## src/rtl/sha256_pkg.sv

```systemverilog
// ----------------------------------------------------------------------------
// sha256_pkg
// shared constants, tables and round functions of the sha-256 byte hasher
// ----------------------------------------------------------------------------
package sha256_pkg;

  localparam int RoundCount = 64;

  typedef logic [31:0] word_t;

  localparam word_t RoundK [RoundCount] = '{
    32'h428a2f98, 32'h71374491, 32'hb5c0fbcf, 32'he9b5dba5, 32'h3956c25b, 32'h59f111f1,
    32'h923f82a4, 32'hab1c5ed5, 32'hd807aa98, 32'h12835b01, 32'h243185be, 32'h550c7dc3,
    32'h72be5d74, 32'h80deb1fe, 32'h9bdc06a7, 32'hc19bf174, 32'he49b69c1, 32'hefbe4786,
    32'h0fc19dc6, 32'h240ca1cc, 32'h2de92c6f, 32'h4a7484aa, 32'h5cb0a9dc, 32'h76f988da,
    32'h983e5152, 32'ha831c66d, 32'hb00327c8, 32'hbf597fc7, 32'hc6e00bf3, 32'hd5a79147,
    32'h06ca6351, 32'h14292967, 32'h27b70a85, 32'h2e1b2138, 32'h4d2c6dfc, 32'h53380d13,
    32'h650a7354, 32'h766a0abb, 32'h81c2c92e, 32'h92722c85, 32'ha2bfe8a1, 32'ha81a664b,
    32'hc24b8b70, 32'hc76c51a3, 32'hd192e819, 32'hd6990624, 32'hf40e3585, 32'h106aa070,
    32'h19a4c116, 32'h1e376c08, 32'h2748774c, 32'h34b0bcb5, 32'h391c0cb3, 32'h4ed8aa4a,
    32'h5b9cca4f, 32'h682e6ff3, 32'h748f82ee, 32'h78a5636f, 32'h84c87814, 32'h8cc70208,
    32'h90befffa, 32'ha4506ceb, 32'hbef9a3f7, 32'hc67178f2};

  localparam word_t InitHash [8] = '{
    32'h6a09e667, 32'hbb67ae85, 32'h3c6ef372, 32'ha54ff53a,
    32'h510e527f, 32'h9b05688c, 32'h1f83d9ab, 32'h5be0cd19};

  localparam logic [7:0] PadByte = 8'h80;

  function automatic word_t rotr(input word_t x, input int n);
    rotr = (x >> n) | (x << (32 - n));
  endfunction

  function automatic word_t small_s0(input word_t x);
    small_s0 = rotr(x, 7) ^ rotr(x, 18) ^ (x >> 3);
  endfunction

  function automatic word_t small_s1(input word_t x);
    small_s1 = rotr(x, 17) ^ rotr(x, 19) ^ (x >> 10);
  endfunction

  function automatic word_t big_s0(input word_t x);
    big_s0 = rotr(x, 2) ^ rotr(x, 13) ^ rotr(x, 22);
  endfunction

  function automatic word_t big_s1(input word_t x);
    big_s1 = rotr(x, 6) ^ rotr(x, 11) ^ rotr(x, 25);
  endfunction

  // request from the controller to the compression core
  typedef struct packed {
    logic start;
  } core_req_t;

  typedef struct packed {
    logic busy;
    logic done;
  } core_stat_t;

endpackage

```

## src/rtl/sha256_core.sv

```systemverilog
// ----------------------------------------------------------------------------
// sha256_core
// 64-round compression, one round per cycle; the first 16 schedule words
// live in a 16-entry memory, read in the cycle before their round
// ----------------------------------------------------------------------------
module sha256_core (
  input  logic                   clk,
  input  logic                   rst,
  input  sha256_pkg::core_req_t  req,
  output sha256_pkg::core_stat_t stat,
  // block buffer load port, written by the controller before start
  input  logic                   blk_we,
  input  logic [3:0]             blk_addr,
  input  sha256_pkg::word_t      blk_data,
  input  logic                   chain_init,
  input  logic [2:0]             chain_sel,
  output sha256_pkg::word_t      chain_word
);

  typedef enum logic [1:0] {S_IDLE, S_RUN, S_ADD} state_t;

  state_t state;
  logic [5:0] rnd;
  sha256_pkg::word_t sched_mem [16];
  sha256_pkg::word_t chain [8];
  sha256_pkg::word_t v [8];
  // last sixteen schedule words as shift taps for the recurrence
  sha256_pkg::word_t wt [16];
  sha256_pkg::word_t w_cur;
  sha256_pkg::word_t w_new;
  sha256_pkg::word_t t1;
  sha256_pkg::word_t t2;
  sha256_pkg::word_t ch;
  sha256_pkg::word_t mj;
  sha256_pkg::word_t rd_data;
  logic [3:0] rd_addr;

  // read address: the word needed by the next round (first 16 only)
  always_comb begin
    rd_addr = rnd[3:0] + 4'd1;
    if (state == S_IDLE) begin
      rd_addr = 4'd0;
    end
  end

  always_ff @(posedge clk) begin
    if (blk_we) begin
      sched_mem[blk_addr] <= blk_data;
    end
    rd_data <= sched_mem[rd_addr];
  end

  assign w_new = sha256_pkg::small_s1(wt[14]) + wt[9] + sha256_pkg::small_s0(wt[1]) + wt[0];
  assign w_cur = (rnd < 6'd16) ? rd_data : w_new;
  assign ch    = (v[4] & v[5]) ^ (~v[4] & v[6]);
  assign mj    = (v[0] & v[1]) ^ (v[0] & v[2]) ^ (v[1] & v[2]);
  assign t1    = v[7] + sha256_pkg::big_s1(v[4]) + ch + sha256_pkg::RoundK[rnd] + w_cur;
  assign t2    = sha256_pkg::big_s0(v[0]) + mj;

  assign chain_word = chain[chain_sel];
  assign stat.busy  = (state != S_IDLE);
  assign stat.done  = (state == S_ADD);

  always_ff @(posedge clk) begin
    if (rst) begin
      state <= S_IDLE;
      rnd   <= '0;
      for (int i = 0; i < 8; i++) chain[i] <= sha256_pkg::InitHash[i];
    end else begin
      unique case (state)
        S_IDLE: begin
          if (chain_init) begin
            for (int i = 0; i < 8; i++) chain[i] <= sha256_pkg::InitHash[i];
          end
          if (req.start) begin
            for (int i = 0; i < 8; i++) v[i] <= chain[i];
            rnd   <= '0;
            state <= S_RUN;
          end
        end
        S_RUN: begin
          for (int i = 0; i < 15; i++) wt[i] <= wt[i + 1];
          wt[15] <= w_cur;
          v[7] <= v[6];
          v[6] <= v[5];
          v[5] <= v[4];
          v[4] <= v[3] + t1;
          v[3] <= v[2];
          v[2] <= v[1];
          v[1] <= v[0];
          v[0] <= t1 + t2;
          rnd  <= rnd + 6'd1;
          if (rnd == 6'(sha256_pkg::RoundCount - 1)) begin
            state <= S_ADD;
          end
        end
        S_ADD: begin
          for (int i = 0; i < 8; i++) chain[i] <= chain[i] + v[i];
          state <= S_IDLE;
        end
        default: state <= S_IDLE;
      endcase
    end
  end

endmodule

```

## src/rtl/sha256_byte_stream_hasher_unit.sv

```systemverilog
// ----------------------------------------------------------------------------
// sha256_byte_stream_hasher_unit
// sha-256 over a byte stream, digest emitted as eight 32-bit words
// ----------------------------------------------------------------------------
// usage
// - input channel (valid/ready): one message byte per word when has_byte is
//   set; last closes the message, with or without a byte of its own
// - output channel (valid/ready): eight digest words, word_index 0 first,
//   last_word marks index 7
// - a byte that neither fills a block nor ends the message is taken back to back
// - the byte that completes a 64-byte block holds off input through the
//   compression (start, 64 rounds, feed-forward) and the zeroing of the
//   block memory for the next block
// - the block buffer is a 16-word memory in the core; a block is written
//   into it word by word as bytes pack, so a full block costs no copy
// - after a last word come the pad, two length writes, compression and clear,
//   with one more compression and clear when a second block is needed (under
//   nine bytes of room left, or the message ended on a block edge); then the
//   eight digest words, one per cycle while the receiver takes them
// - a stalled receiver holds the current digest word; no input is taken
//   until the last digest word leaves
// - reset returns the chain value to the initial hash, clears the byte count
//   and length, then a pass zeroes all sixteen block memory words before input
// ----------------------------------------------------------------------------
module sha256_byte_stream_hasher_unit (
  input  logic        clk,
  input  logic        rst,
  input  logic        in_valid,
  output logic        in_ready,
  input  logic [7:0]  data_byte,
  input  logic        has_byte,
  input  logic        last,
  output logic        out_valid,
  input  logic        out_ready,
  output logic [31:0] hash_word,
  output logic [2:0]  word_index,
  output logic        last_word
);

  typedef enum logic [3:0] {
    S_TAKE, S_WCLR, S_CMP, S_PAD, S_PADCLR, S_LEN_HI, S_LEN_LO, S_FIN, S_OUT
  } state_t;

  state_t state;
  state_t ret_state;
  logic [5:0]  byte_pos;
  logic [63:0] bit_len;
  logic [31:0] acc;        // word being packed, not yet in memory
  logic        final_pend; // last seen, padding still to do
  logic [3:0]  clr_idx;
  logic [2:0]  out_idx;
  logic        pad_done;

  sha256_pkg::core_req_t  req;
  sha256_pkg::core_stat_t stat;
  logic               blk_we;
  logic [3:0]         blk_addr;
  sha256_pkg::word_t  blk_data;
  logic               chain_init;
  sha256_pkg::word_t  chain_word;

  logic [31:0] acc_in;
  logic [31:0] acc_pad;
  logic        take;

  assign take = in_valid && in_ready;
  assign in_ready = (state == S_TAKE);

  // packed byte or pad byte merged into current word
  always_comb begin
    acc_in = acc;
    acc_in[5'(24 - 8 * byte_pos[1:0]) +: 8] = data_byte;
    acc_pad = acc;
    acc_pad[5'(24 - 8 * byte_pos[1:0]) +: 8] = sha256_pkg::PadByte;
  end

  // memory write: whole words as they complete, padding, length and clearing words
  always_comb begin
    blk_we   = 1'b0;
    blk_addr = byte_pos[5:2];
    blk_data = acc_in;
    chain_init = (state == S_OUT) && out_ready && (out_idx == 3'd7);
    req.start = 1'b0;
    unique case (state)
      S_TAKE: begin
        blk_we = take && has_byte && (byte_pos[1:0] == 2'd3);
      end
      S_WCLR, S_PADCLR: begin
        blk_we   = 1'b1;
        blk_addr = clr_idx;
        blk_data = '0;
      end
      S_CMP: begin
        req.start = !stat.busy;
      end
      S_PAD: begin
        blk_we   = 1'b1;
        blk_data = acc_pad;
      end
      S_LEN_HI: begin
        blk_we   = 1'b1;
        blk_addr = 4'd14;
        blk_data = bit_len[63:32];
      end
      S_LEN_LO: begin
        blk_we   = 1'b1;
        blk_addr = 4'd15;
        blk_data = bit_len[31:0];
      end
      default: ;
    endcase
  end

  sha256_core u_core (
    .clk        (clk),
    .rst        (rst),
    .req        (req),
    .stat       (stat),
    .blk_we     (blk_we),
    .blk_addr   (blk_addr),
    .blk_data   (blk_data),
    .chain_init (chain_init),
    .chain_sel  (out_idx),
    .chain_word (chain_word)
  );

  assign out_valid  = (state == S_OUT);
  assign hash_word  = chain_word;
  assign word_index = out_idx;
  assign last_word  = (out_idx == 3'd7);

  always_ff @(posedge clk) begin
    if (rst) begin
      state      <= S_WCLR;
      ret_state  <= S_TAKE;
      byte_pos   <= '0;
      bit_len    <= '0;
      acc        <= '0;
      final_pend <= 1'b0;
      clr_idx    <= '0;
      out_idx    <= '0;
    end else begin
      unique case (state)
        // zero the block memory words ahead of a new block
        S_WCLR: begin
          clr_idx <= clr_idx + 4'd1;
          if (clr_idx == 4'd15) begin
            if (ret_state == S_PADCLR) begin
              // either a spill block (pad already written) or message ended on edge
              state     <= (bit_len[8:3] == 6'd0 && final_pend && !pad_done) ? S_PAD : S_LEN_HI;
              ret_state <= S_TAKE;
            end else begin
              state <= ret_state;
            end
          end
        end
        S_TAKE: begin
          if (take) begin
            if (has_byte) begin
              bit_len  <= bit_len + 64'd8;
              byte_pos <= byte_pos + 6'd1;
              acc      <= (byte_pos[1:0] == 2'd3) ? '0 : acc_in;
            end
            if (has_byte && byte_pos == 6'd63) begin
              final_pend <= last;
              state      <= S_CMP;
            end else if (last) begin
              if (has_byte) begin
                state <= S_PAD;
              end else begin
                state <= S_PAD;
              end
            end
          end
        end
        // pad byte goes in at byte_pos (acc already holds earlier bytes)
        S_PAD: begin
          acc <= '0;
          if (byte_pos >= 6'd56) begin
            // length spills to a second block
            state <= S_CMP;
            final_pend <= 1'b1;
            byte_pos <= '0;
          end else begin
            final_pend <= 1'b0;
            state <= S_LEN_HI;
          end
        end
        S_LEN_HI: state <= S_LEN_LO;
        S_LEN_LO: begin
          final_pend <= 1'b0;
          ret_state  <= S_FIN;
          state      <= S_CMP;
        end
        S_CMP: begin
          if (stat.done) begin
            clr_idx <= '0;
            state   <= S_WCLR;
            if (ret_state == S_FIN) begin
              ret_state <= S_OUT;
            end else if (final_pend) begin
              ret_state <= (byte_pos == 6'd0) ? S_PADCLR : S_TAKE;
            end else begin
              ret_state <= S_TAKE;
            end
          end
        end
        // a finished block whose message ended exactly at its edge, or the
        // spill block: after clearing, pad (if not done) and length
        S_PADCLR: begin
          state <= S_PAD;
        end
        S_FIN: state <= S_OUT;
        S_OUT: begin
          if (out_ready) begin
            out_idx <= out_idx + 3'd1;
            if (out_idx == 3'd7) begin
              byte_pos   <= '0;
              bit_len    <= '0;
              acc        <= '0;
              final_pend <= 1'b0;
              ret_state  <= S_TAKE;
              state      <= S_TAKE;
            end
          end
        end
        default: state <= S_TAKE;
      endcase
    end
  end

  // pad marker: set once the 0x80 byte has been written for this message
  always_ff @(posedge clk) begin
    if (rst) begin
      pad_done <= 1'b0;
    end else if (state == S_PAD) begin
      pad_done <= 1'b1;
    end else if (state == S_OUT) begin
      pad_done <= 1'b0;
    end
  end

`ifndef NO_ASSERTIONS
  a_no_take_busy: assert property (@(posedge clk) disable iff (rst)
    stat.busy |-> !in_ready)
    else $error("input accepted during compression");
  a_out_only_out: assert property (@(posedge clk) disable iff (rst)
    out_valid |-> !stat.busy)
    else $error("digest shown while core busy");
  a_idx_adv: assert property (@(posedge clk) disable iff (rst)
    (out_valid && out_ready && !last_word) |=> (out_valid && word_index == $past(word_index) + 3'd1))
    else $error("digest words out of order");
`endif

endmodule

```

## config.mk

```make
export PLATFORM = sky130hd
export DESIGN_NAME = sha256_byte_stream_hasher_unit
export DESIGN_NICKNAME = d
export VERILOG_FILES = /design/src/rtl/sha256_pkg.sv /design/src/rtl/sha256_core.sv /design/src/rtl/sha256_byte_stream_hasher_unit.sv
export SDC_FILE = /design/constraint.sdc
export NUM_CORES = 2
export LEC_CHECK = 0
export BUFFER_PORTS_ARGS = -buffer_cell sky130_fd_sc_hd__buf_2
export CAP_MARGIN = 20
export CORE_MARGIN = 2
export CORE_UTILIZATION = 65
export DETAILED_ROUTE_END_ITERATION = 10
export PLACE_DENSITY = 0.78
export REMOVE_ABC_BUFFERS = 1
export SLEW_MARGIN = 20
export SYNTH_ARGS = -nofsm -noshare
export SYNTH_HDL_FRONTEND = slang
export SYNTH_HIERARCHICAL = 1
export SYNTH_SLANG_ARGS = --single-unit
```

## constraint.sdc

```tcl
create_clock -name clk -period 60.3 [get_ports clk]
set_input_delay 12.06 -clock clk [delete_from_list [all_inputs] [get_ports clk]]
set_output_delay 12.06 -clock clk [all_outputs]
set_load 0.01 [all_outputs]
```

Word level (Yosys, flattened, before mapping):

Memory sizes are Yosys's and may differ from the RTL's. A register that Yosys moved wholly into a read port is not among the register bits.
Cells that the tools add are included.

* memory bits (read-only): 2048
* memories: 5
* memory bits (writable): 1536
* output and inout bits: 38
* input port bits: 14
* register bits after elaboration: 127
* logic and storage cells: 267

Memories
* (no name shown): depth 64, width 32, read ports 1, clocked after memory_dff 0, wr ports 0, line sha256_core.sv:57 `assign t1 = v[7] + sha256_pkg::big_s1(v[4]) + ch + sha256_pkg::RoundK[rnd] + w_cur;`
* u_core.sched_mem: depth 16, width 32, read ports 1, clocked after memory_dff 1, wr ports 1, line sha256_core.sv:24 `sha256_pkg::word_t sched_mem [16];`
* u_core.wt: depth 16, width 32, read ports 16, clocked after memory_dff 0, wr ports 16, line sha256_core.sv:28 `sha256_pkg::word_t wt [16];`
* u_core.chain: depth 8, width 32, read ports 9, clocked after memory_dff 1, wr ports 8, line sha256_core.sv:25 `sha256_pkg::word_t chain [8];`
* u_core.v: depth 8, width 32, read ports 8, clocked after memory_dff 0, wr ports 8, line sha256_core.sv:26 `sha256_pkg::word_t v [8];`

* bitwise gates (word level): 52
* mux-type cells: 104
* magnitude comparators: 3
* shift-type cells: 3
* add/sub/neg operators: 26
* equality and inequality tests: 29
* reductions and logical operators: 34

Operators by type and width (number)
* $mux 32: 32
* $add 32x32->32: 18
* $xor 32x32->32: 9
* $mux 64: 4
* $and 32x32->32: 5
* $pmux 32 s4: 1
* $pmux 64 s2: 1
* $pmux 32 s3: 1
* $add 64x4->64 const B: 1
* $bwmux 32: 2
* $mux 4: 14
* $mux 6: 6
* $pmux 4 s9: 1
* $not 32->32: 1
* $or 10x32->32: 1
* $or 13x32->32: 1
* $or 14x32->32: 1
* $or 15x32->32: 1
* $or 19x32->32: 1
* $or 21x32->32: 1
* $or 25x32->32: 1
* $or 26x32->32: 1
* $or 30x32->32: 1
* $or 7x32->32: 1
* other kinds (50): 145

Depth between registers and ports, before layout:

An unclocked memory read counts as a cell.

* word-level depth: 11
* mapped depth: 47
* depth with buffers taken out: 47

Cells and area by module:

Netlist, hierarchy kept.

By module, submodules not included
* sha256_core: cells an instance 7289, seq. area each 46604.7 um^2, area an instance 86191.4 um^2, times used 1
* sha256_byte_stream_hasher_unit: cells an instance 812, seq. area each 2302.2 um^2, area an instance 6512.5 um^2, times used 1

Least setup slack after synthesis:

OpenSTA, ideal clock, no wires.

* path type: input-to-reg
* start: in rst
* end: mem u_core/wt[0][0] in the netlist's numbering (enable)
* data arrival time: 26444 ps
* path buffers: 2
* stages on the path: 4
* library setup time: 1076 ps
* data required time: 59224 ps
* slack: 32779 ps
* path through: nand2b_1 > buf_6 > clkinv_1 > clkbuf_1

RTL lines
* from (decl): line sha256_byte_stream_hasher_unit.sv:27 `input logic rst,`
* to (decl): line sha256_core.sv:28

==> out/metrics.cfg <==
[setup_path]
crit_type=in -> reg
critPathCaptureType=flop
r2r_end=u_core/v[0][31]
critPathLaunchType=input pin
worstPathArrival_ps=17010
rrSetupSlack_ps=47690
r2r_start=u_core/wt[0][36]
crit_required_ps=60750
path_max_fanout=149
rr_worst_depth=42

[placement]
pre_cts_ws_ps=42610
placed_area_mm2=0.0950
gp_congestion=0.999
numPortBuffers=51
hpwl_um=188000

[global_route]
grt_start_max_net_pins=187
grt_pass1_wl_um=400000
antenna_found_initial=4
grt-ovfl-total=0
first_global_vias=63364
grt_use_total=0.366

[sta]
clock_skew_ps=56.5
rsz0062_at_grt=false
period_minus_slack_ps=16560
hold_ws_ps=399
relSlewSlack=0.234
worst_pin_slew_ps=1150
max_freq_mhz=60.4
tns_ps=0
fin_crit_sh=0.275
setup_ws_ps=43740
slew_violations=0
finalSetupViolations=0
hold_violations=0

[hold_path]
hold_depth=0
hold_end=u_core/wt[1][33]
hp-class=reg -> reg
worstHoldStart=u_core/wt[1][65]

[clock_tree]
cts-root-buf=clkbuf_16
cts_tree=yes
post_cts_resized=0
cts_buffer_depth=3
cts_inserted_buffers=175
clk_pin_slew_ps=60
clock_latency_ps=830
cts.sinks=1691
postCtsSetupBuffers=0
hold_buffers=0
htreeDepth=4

[cells_and_area]
layout.nets=8680
stdcell_area_mm2=0.101
layout_common_cells=1504 x edfxtp_1, 1045 x nand2_1, 477 x inv_1
layout-drive-gt1-share=0.0899
syn_to_final_growth_pct=8.87
post-route-util=0.713
final_common_cell=edfxtp_1

[floorplan]
die_width_um=382
start_util=0.655
fp.dieH_um=382
pin_count=52
coreArea_mm2=0.142
rows=138
dieArea_mm2=0.146

[detailed_routing]
route.detailed.drc=0
top_layer=met5
wl_per_cell_um=26.7
wl_met2_um=117000
dr_wl_met3_um=32400
routed_wl_um=269000
drtIter0Drc=9274
vias=66792
ant_nets=0
vias_per_cell=6.62
met1_length_um=110000
dr.pass1.iters=6

[pwr]
swShare=0.272
p_int_uw=2100
leakagePower_uw=0.0372
peakVddDrop_v=0.0000259
switchingPower_uw=782
power_density_mw_per_mm2=28.5
combPwrFrac=0.170
seqPwrFrac=0.445
power.share.clock=0.385

[synth]
syn_avg_cell_area_um2=11.4
synth_flop_cell=edfxtp_1
synth_cells=8101
async_flop_share=0
ys_seq_elements=1691
synth-edff-count=1504
syn_area_mm2=0.0927
synth_cell_types=96
yosys_warnings=6
synth_seq_area_share=0.528

[run_status]
outcome=finished clean

[job]
drv_cap=0

power by group through the flow:
stage	logic [µW]	registers [µW]	clock network [µW]
global route	534	1280	1160
detailed placement	469	1300	0
CTS	475	1280	1120
floorplan	348	1300	0
global placement	456	1300	0
finish	489	1280	1110
synthesized netlist by cell type, types with 57 or more instances:
library cell | n | area share
nor2_1 | 391 | 0.016
a21oi_1 | 478 | 0.026
xnor2_1 | 362 | 0.034
nand2_1 | 1049 | 0.042
nand2b_1 | 69 | 0.0047
edfxtp_1 | 1504 | 0.49
a21o_1 | 171 | 0.014
o21a_1 | 60 | 0.0049
a31oi_1 | 107 | 0.0072
mux2i_1 | 151 | 0.016
clkbuf_1 | 323 | 0.013
mux2_2 | 131 | 0.016
nor3_1 | 110 | 0.0059
mux4_2 | 72 | 0.017
o21ai_0 | 466 | 0.025
o31ai_1 | 72 | 0.0058
nand3_1 | 119 | 0.0064
a22oi_1 | 59 | 0.0048
ha_1 | 417 | 0.056
xor2_1 | 227 | 0.021
dfxtp_1 | 187 | 0.040
or3_1 | 57 | 0.0038
inv_1 | 477 | 0.019
fa_1 | 197 | 0.043
nor2b_1 | 65 | 0.0044
registers in the layout (all words and copies together), names as in the netlist, 3 cells and up:
| register | flops |
|---|---|
| acc | 32 |
| u_core/wt | 512 |
| state | 4 |
| u_core/v | 256 |
| bit_len | 61 |
| u_core/rd_data | 32 |
| word_index | 3 |
| u_core/chain | 256 |
| clr_idx | 4 |
| byte_pos | 6 |
| u_core/rnd | 6 |
| u_core/sched_mem | 512 |
| ret_state | 3 |
routing by layer:
metal	vias up	global-route usage
li1	29475	-
met1	32801	0.540
met2	3957	0.532
met3	557	0.0881
met4	2	0.126
met5	-	0
logic make-up after synthesis:
| kind of cell | count (synthesis) | share of synthesized area |
|---|---|---|
| and+or+nand+nor | 2111 | 0.102 |
| AOI/OAI and AO/OA | 1871 | 0.129 |
| DFF | 1691 | 0.528 |
| buffers and inverters | 863 | 0.0354 |
| adders and majority gates | 619 | 0.0994 |
| xor gates and xnor gates | 591 | 0.0561 |
| muxes | 355 | 0.0499 |
worst max-delay path, stage by stage:
cell and delay [ps]:
buf_2 170, nand2b_4 420, inv_8 810, buf_4 910, buf_4 860, buf_6 690
buf_4 750
per-stage QoR:
| stage | std cells | total power, µW |
|---|---|---|
| floorplan | 7719 | 1650 |
| global placement | 9764 | 1760 |
| detailed placement | 9765 | 1770 |
| CTS | 10088 | 2870 |
| global route | 10088 | 2970 |
| finish | 10091 | 2880 |
cell type report:
cell class | instances | area (µm²)
multi-input combinational | 5547 | 40900
fill | 9797 | 40700
clock buffer | 236 | 4790
sequential | 1691 | 48900
timing repair buffer | 156 | 1070
clock inverter | 87 | 1060
tap | 1890 | 2360
antenna | 3 | 7.51
inverter | 481 | 1810
worst max path at each step:
stage	end	startpoint	depth (start not counted)
detailed placement	u_core/wt[0][208]	rst	7
floorplan	u_core/v[0][159]	rst	3
CTS	u_core/wt[0][225]	rst	7
global route	u_core/wt[0][225]	rst	7
global placement	u_core/wt[0][208]	rst	7
finish	u_core/wt[0][176]	rst	7
Note: power is estimated with default switching activity, not from simulation.
